$ cat src/tps_pkg.sv
// ----------------------------------------------------------------------------
// Triangle pixel shader package
// Widths, register indexes and stage counts shared by the shader modules.
// ----------------------------------------------------------------------------
package tps_pkg;

   localparam int MAX_DIM_DEFAULT = 4096;

   localparam int COORD_W  = 12;
   localparam int VERT_W   = 16;
   localparam int FRAME_W  = 13;
   localparam int CSR_IDX_W = 4;
   localparam int CSR_DAT_W = 32;

   localparam int DIFF_W = VERT_W + 1;   // vertex difference
   localparam int PROD_W = 34;           // edge partial product
   localparam int BOX_W  = 18;           // box compare
   localparam int W_W    = 37;           // biased edge weight
   localparam int AREA_W = 36;
   localparam int D_W    = 36;           // |area|
   localparam int MUL_W  = 46;           // weight times channel
   localparam int NUM_W  = 48;
   localparam int T_W    = 50;           // 2*num + d
   localparam int DD_W   = D_W + 1;      // 2*d
   localparam int Q_W    = 8;
   localparam int REM_W  = DD_W + Q_W;

   localparam int FRONT_STAGES = 4;
   localparam int DIV_STAGES   = Q_W + 1;
   localparam int N_STAGES     = FRONT_STAGES + DIV_STAGES;

   localparam logic [CSR_IDX_W-1:0] REG_VERTEX0 = 4'd0;
   localparam logic [CSR_IDX_W-1:0] REG_VERTEX1 = 4'd1;
   localparam logic [CSR_IDX_W-1:0] REG_VERTEX2 = 4'd2;
   localparam logic [CSR_IDX_W-1:0] REG_COLOR0  = 4'd3;
   localparam logic [CSR_IDX_W-1:0] REG_COLOR1  = 4'd4;
   localparam logic [CSR_IDX_W-1:0] REG_COLOR2  = 4'd5;
   localparam logic [CSR_IDX_W-1:0] REG_FRAME_W = 4'd6;
   localparam logic [CSR_IDX_W-1:0] REG_FRAME_H = 4'd7;

endpackage

$ cat src/tps_div.sv
// ----------------------------------------------------------------------------
// Channel divider
// Pipelined restoring divide of one channel, saturated to 0..255.
// ----------------------------------------------------------------------------
module tps_div (
   input  logic                            clock,
   input  logic [tps_pkg::DIV_STAGES-1:0]  en,
   input  logic signed [tps_pkg::T_W-1:0]  t,
   input  logic [tps_pkg::DD_W-1:0]        dd,
   output logic [tps_pkg::Q_W-1:0]         chan
);
   import tps_pkg::*;

   logic [REM_W-1:0] rem_ff [DIV_STAGES];
   logic [DD_W-1:0]  dd_ff  [DIV_STAGES];
   logic [Q_W-1:0]   q_ff   [DIV_STAGES];
   logic             neg_ff [DIV_STAGES];
   logic             big_ff [DIV_STAGES];

   logic             neg_in;
   logic             big_in;

   assign neg_in = t < 0;
   assign big_in = !neg_in && (t >= signed'(T_W'({dd, 8'b0})));

   always_ff @(posedge clock) begin
      if (en[0]) begin
         rem_ff[0] <= t[REM_W-1:0];
         dd_ff[0]  <= dd;
         q_ff[0]   <= '0;
         neg_ff[0] <= neg_in;
         big_ff[0] <= big_in;
      end
   end

   for (genvar k = 1; k < DIV_STAGES; k++) begin : g_step
      localparam int B = Q_W - k;
      logic [REM_W-1:0] sub_in;
      logic             take_in;

      assign sub_in  = REM_W'(dd_ff[k-1]) << B;
      assign take_in = rem_ff[k-1] >= sub_in;

      always_ff @(posedge clock) begin
         if (en[k]) begin
            rem_ff[k] <= take_in ? rem_ff[k-1] - sub_in : rem_ff[k-1];
            q_ff[k]   <= q_ff[k-1] | (Q_W'(take_in) << B);
            dd_ff[k]  <= dd_ff[k-1];
            neg_ff[k] <= neg_ff[k-1];
            big_ff[k] <= big_ff[k-1];
         end
      end
   end

   assign chan = neg_ff[DIV_STAGES-1] ? '0 :
                 big_ff[DIV_STAGES-1] ? '1 : q_ff[DIV_STAGES-1];

endmodule

$ cat config.mk
export PLATFORM = sky130hd
export DESIGN_NAME = tps_div
export DESIGN_NICKNAME = d
export VERILOG_FILES = /design/src/tps_pkg.sv /design/src/tps_div.sv
export SDC_FILE = /design/constraint.sdc
export NUM_CORES = 1
export LEC_CHECK = 0
export ABC_AREA = 1
export BUFFER_PORTS_ARGS = -buffer_cell sky130_fd_sc_hd__buf_2
export CORE_MARGIN = 2
export CORE_UTILIZATION = 65
export DETAILED_ROUTE_END_ITERATION = 10
export GPL_TIMING_DRIVEN = 0
export PLACE_DENSITY_LB_ADDON = 0.1
export SLEW_MARGIN = 20
export SYNTH_ARGS = -nofsm -noshare
export SYNTH_HDL_FRONTEND = slang
export SYNTH_SLANG_ARGS = --single-unit
$ cat constraint.sdc
create_clock -name clock -period 2.55 [get_ports clock]
set_input_delay 0.765 -clock clock [delete_from_list [all_inputs] [get_ports clock]]
set_output_delay 0.765 -clock clock [all_outputs]
set_load 0.01 [all_outputs]
==> metrics, run 1 <==
status stopped before the end; Fail Step global routing; Error [ERROR GRT-0232] Routing congestion too high. Check the congestion heatmap in the GUI.; Synth Net Count 7306; Seq cells post-synth between 700 and 800; Mapped Cells about 6.9k; die width 281.1 um; total CTS buffers between 70 and 80; CTS sink count 710; largest net degree at the start of global routing between 60 and 70; cts hold-fix bufs 0; synthesized area per cell about 7.3 um^2; H-tree levels 3; Placed Cells between 8k and 9k; GPL Wtd Cong between 1 and 1.5; Synth Cell Area about 50000 um^2; Initial Utilization around 66%; GRT overflow 1350; Yosys Warn Count 0; I/O Buffers 104; clock tree root driver cell clkbuf_16; gr usage total 76.95%; CTS max path bufs 3; Boundary Pins between 100 and 150; Distinct cells, synth 36; Cell Area, Placed just over 50000 um^2; register area share after synthesis between 40% and 50%; num rows a little over 100; DP Wirelength ~140000 um; Die H between 200 and 300 um
[synthesized netlist by cell type]
cell type  count  area [um^2]
o211ai_1       2        15.01
clkbuf_1       2        7.510
inv_1       1338         5022
nor3_2         2        20.02
nand3_1      331         1657
nand3b_1      68        510.5
a21boi_0       1        7.510
nand4_1       69        431.7
and3_1         5        31.28
nand2_1     2763        10370
nand2b_1       1        6.260
nor4b_1        1        8.760
and2_1         9        56.30
ha_1         333         4167
nor2_2        13        81.33
nor3_1        66        330.3
or2_2          9        56.30
nor2b_1        2        12.51
o21bai_1      34        255.2
nor4_1        15        93.84
o21a_1         6        45.04
buf_6          7        78.83
xnor2_1        7        61.31
inv_2          8        30.03
buf_4          4        30.03
fa_1           7        140.1
nand2_2        9        56.30
or2_1          1        6.260
buf_2         43        215.2
a21o_1         2        15.01
o21ai_0       46        230.2
a21oi_1      235         1176
nor2_1       589         2211
edfxtp_1     710        21320
xor2_1       130         1139
nor3b_1        1        7.510
[per-layer routing]
metal | GRT usage [%] | GRT overflow
met4 | 79.47 | 405
met2 | 97.30 | 894
met3 | 57.35 | 22
met5 | 32.27 | 2
met1 | 75.15 | 27
[what timing repair did]
action                     in CTS
gates resized for setup       581
gates cloned                    9
buffers inserted               80
setup endpoints to repair     296
pin swaps                      88
[stage by stage]
| step | worst slack, ns | setup TNS [ns] |
|---|---|---|
| floorplan | 0.2777 | 0 |
| global placement | -1.033 | -132.02 |
| detailed placement | -1.045 | -114.67 |
| CTS | -0.2363 | -12.76 |
[cells by family after synthesis]
kind of cell	share of synthesized area, %
xor+xnor	2.404
simple gates	31.96
compound gates	3.495
fa+ha+maj	8.630
buf+inv	10.79
flops	42.72
==> run 2: changes to the inputs <==
--- a/config.mk
+++ b/config.mk
@@ -8,10 +8,10 @@
 export ABC_AREA = 1
 export BUFFER_PORTS_ARGS = -buffer_cell sky130_fd_sc_hd__buf_2
 export CORE_MARGIN = 2
-export CORE_UTILIZATION = 65
+export CORE_UTILIZATION = 40
 export DETAILED_ROUTE_END_ITERATION = 10
 export GPL_TIMING_DRIVEN = 0
-export PLACE_DENSITY_LB_ADDON = 0.1
+export PLACE_DENSITY_LB_ADDON = 0.15
 export SLEW_MARGIN = 20
 export SYNTH_ARGS = -nofsm -noshare
 export SYNTH_HDL_FRONTEND = slang
==> run 2 against run 1 <==
  * The flow now finishes, with violations (setup timing)
  * Synthesized area is the same
  * Synthesized cell count stayed put
==> metrics, run 2 <==
most frequent cell after synthesis nand2_1 (unchanged); Cell Area, Placed 52720 um^2 (was 51950 um^2); top cells by count, synth nand2_1, inv_1, edfxtp_1 (unchanged); fin util 51.58%; largest net degree at the start of global routing between 70 and 80; final slew viol count 0; H-tree levels 3 (unchanged); status finished, violations left (was stopped before the end); vias around 45k; fraction of registers with async set/reset 0% (unchanged); TritonCTS clock tree done; TNS Setup -8.586 ns; fin crit share 108.6%; crit path kind register to register; Die H 357.2 um (was 281.1 um); DRC viols 0; Post-synth EDFFs 710 (unchanged); crit-path max FO 10; share of layout cells above drive strength 1 roughly a fifth; Compound-Gate Fraction of Synth Area 3.495% (unchanged); # Max-Cap Violations 0; Slew @ Worst Pin 1.241 ns; Starting DRT DRC Count approximately 2.3k; clock tree root driver cell clkbuf_16 (unchanged); DP Wirelength 163300 um (was 140400 um); Synth area leader edfxtp_1 (unchanged); Synth Net Count 7306 (unchanged); max reg flops 360; worst r2r src rem_ff[0][230]; Seq cells post-synth 710 (unchanged); fmax 361.0 MHz; relative slew slack between 10% and 20%; element type at the critical path end register; Adder-Cell Fraction of Synth Area 8.630% (unchanged); final worst slack -0.2198 ns; Die ar. between 100000 and 150000 um^2; GRT overflow 0; Worst Hold Path Cells 1; reg2reg end rem_ff[0][276]; Detail Route Antenna Nets 0; Mapped Cells 6869 (unchanged); I/O Buffers 104 (unchanged); routed wl met3 between 5000 and 6000 um; Distinct cells, synth 36 (unchanged); Clk Latency, worst-skew pair around 0.72 ns; Max VDD drop 565.7 uV; num rows 129 (was 101); Req. time, crit path around 3.0 ns; initial antenna violation count 5; Synth Area in XOR/XNOR 2.404% (unchanged); Synth Cell Area 49900 um^2 (unchanged); CTS sink count 710 (unchanged); # nets final roughly 7.8k; Met1 Routed Length approximately 63000 um; failing checks setup timing; min-delay src dd[4]; total wire length 199600 um; first-pass GRT wire length 282800 um; top post-synthesis cells by area edfxtp_1, nand2_1, inv_1 (unchanged); Boundary Pins 105 (unchanged); gr usage total about 31%; Period minus WS final 2.770 ns; cts hold-fix bufs 0 (unchanged); area grow syn2layout 27.97%; Yosys Warn Count 0 (unchanged); fill cell count around 12k; source of the critical timing path rem_ff[0][230]; P_leak ~30 nW; vias per inst a little under 5; Final Hold Fails 0; Power Total between 60 and 70 mW; die width 357.2 um (was 281.1 um); Top Registers rem_ff x360, dd_ff x296, q_ff x36; Layout Skew 0.03579 ns; core box area 123800 um^2; startpoint types register; RSZ-0062 raised after global routing true; Largest Register rem_ff; most common cell after layout, fill and taps aside nand2_1; design area approximately 64000 um^2; clock transition at the registers of the reported paths around 0.06 ns; most frequent cells in the layout nand2_1, inv_1, edfxtp_1; area share of and/or/nand/nor cells after synthesis 31.96% (unchanged); Yosys top cell area share 42.72% (unchanged); Setup-failing EPs final 77; Initial Utilization 40.31% (was 65.71%); total CTS buffers 84 (was 78); ys flop type edfxtp_1 (unchanged); Crit path arrival time 3.22 ns; mean routed wirelength per cell between 20 and 25 um; mux cell area share after synthesis 0% (unchanged); register area share after synthesis 42.72% (unchanged); CTS max path bufs 3 (unchanged); r2r setup slk -0.22 ns; wire length on met2 between 100000 and 150000 um; hold path endpoint dd_ff[0][4]; GPL Wtd Cong 1.043 (was 1.087); path depth of the worst reg2reg path 13; main combinational cell family by area after synthesis simple AND/OR/NAND/NOR gates (unchanged); synthesized area per cell 7.265 um^2 (unchanged); top layer in use met4; DRT Pass-1 Iters 5; Tightest Hold Check Type input port to register; pwr dens ~1000 nW/um^2; vias in the first global route around 45k
-- run 2: cell counts after synthesis --
No cell type changed its count.
-- run 2: logic make-up (layout without fill, tap and decap cells) --
| group | count (synthesis) | count (layout) |
|---|---|---|
| flip-flops | 710 | 710 |
| XOR/XNOR | 137 | 137 |
| AO/OA/AOI/OAI | 326 | 326 |
| AND/OR/NAND/NOR | 3954 | 3954 |
| adder cells (fa/ha/maj) | 340 | 340 |
| other | 0 | 8 |
| buffers and inverters | 1402 | 1917 |
-- run 2: worst max path at each step --
stage	endpoint	slack [ns]
after CTS	rem_ff[0][310]	-0.12
final	rem_ff[0][276]	-0.22
after floorplan	rem_ff[0][149]	0.28
after detailed placement	rem_ff[0][310]	-1.47
after global placement	rem_ff[0][310]	-1.47
after global routing	rem_ff[0][276]	-0.15
-- run 2: routing by layer --
metal  global-route usage [%]  vias to the layer above
met2                    60.67                     1060
met5                        0                        -
met1                    26.60                    20540
met4                    29.63                        0
li1                         -                    22410
met3                    3.184                      610
-- run 2: power breakdown --
part	switching, mW	internal (mW)	total, mW
clock	5.22	7.35	12.6
sequential	2.16	16.3	18.4
combinational	21.3	12.1	33.5
-- run 2: worst max-delay path: stages (launching register included) --
cell,delay [ns]
edfxtp_1,0.47
ha_4,0.33
nand2_4,0.06
nor2_4,0.10
nand4_1,0.28
nor2_4,0.37
nand2_2,0.11
nor2_4,0.13
nor2_4,0.07
nand2_8,0.14
clkinv_8,0.11
buf_12,0.18
nand2_1,0.07
nand2_1,0.07
-- run 2: layout make-up --
type,count,area (um^2),area share [%]
Inverter,1346,5105,7.994
Sequential cell,710,21320,33.39
Multi-Input combinational cell,4757,28800,45.09
Antenna cell,8,20.02,0.03135
Clock buffer,95,2143,3.356
Tap cell,1637,2048,3.207
Clock inverter,54,732.0,1.146
Buffer,53,721.9,1.131
Timing Repair Buffer,369,2973,4.655
-- run 2: what timing repair did --
action | in CTS | in global routing
pin swaps | 89 | 112
resized for setup | 766 | 506
cloned | 5 | 6
endpoints found under the setup margin | 295 | 295
setup buffers | 105 | 142
-- run 2: metrics by stage --
step	setup slack (ns)	instances	hold WS (ns)
2_1_floorplan	0.2777	6869	0.4003
3_3_place_gp	-1.468	8610	0.4019
3_5_place_dp	-1.468	8618	0.4045
4_1_cts	-0.1164	8876	0.1927
5_1_grt	-0.1501	9029	0.2269
6_report	-0.2198	9029	0.2411
(Power assumes the default switching activity.)
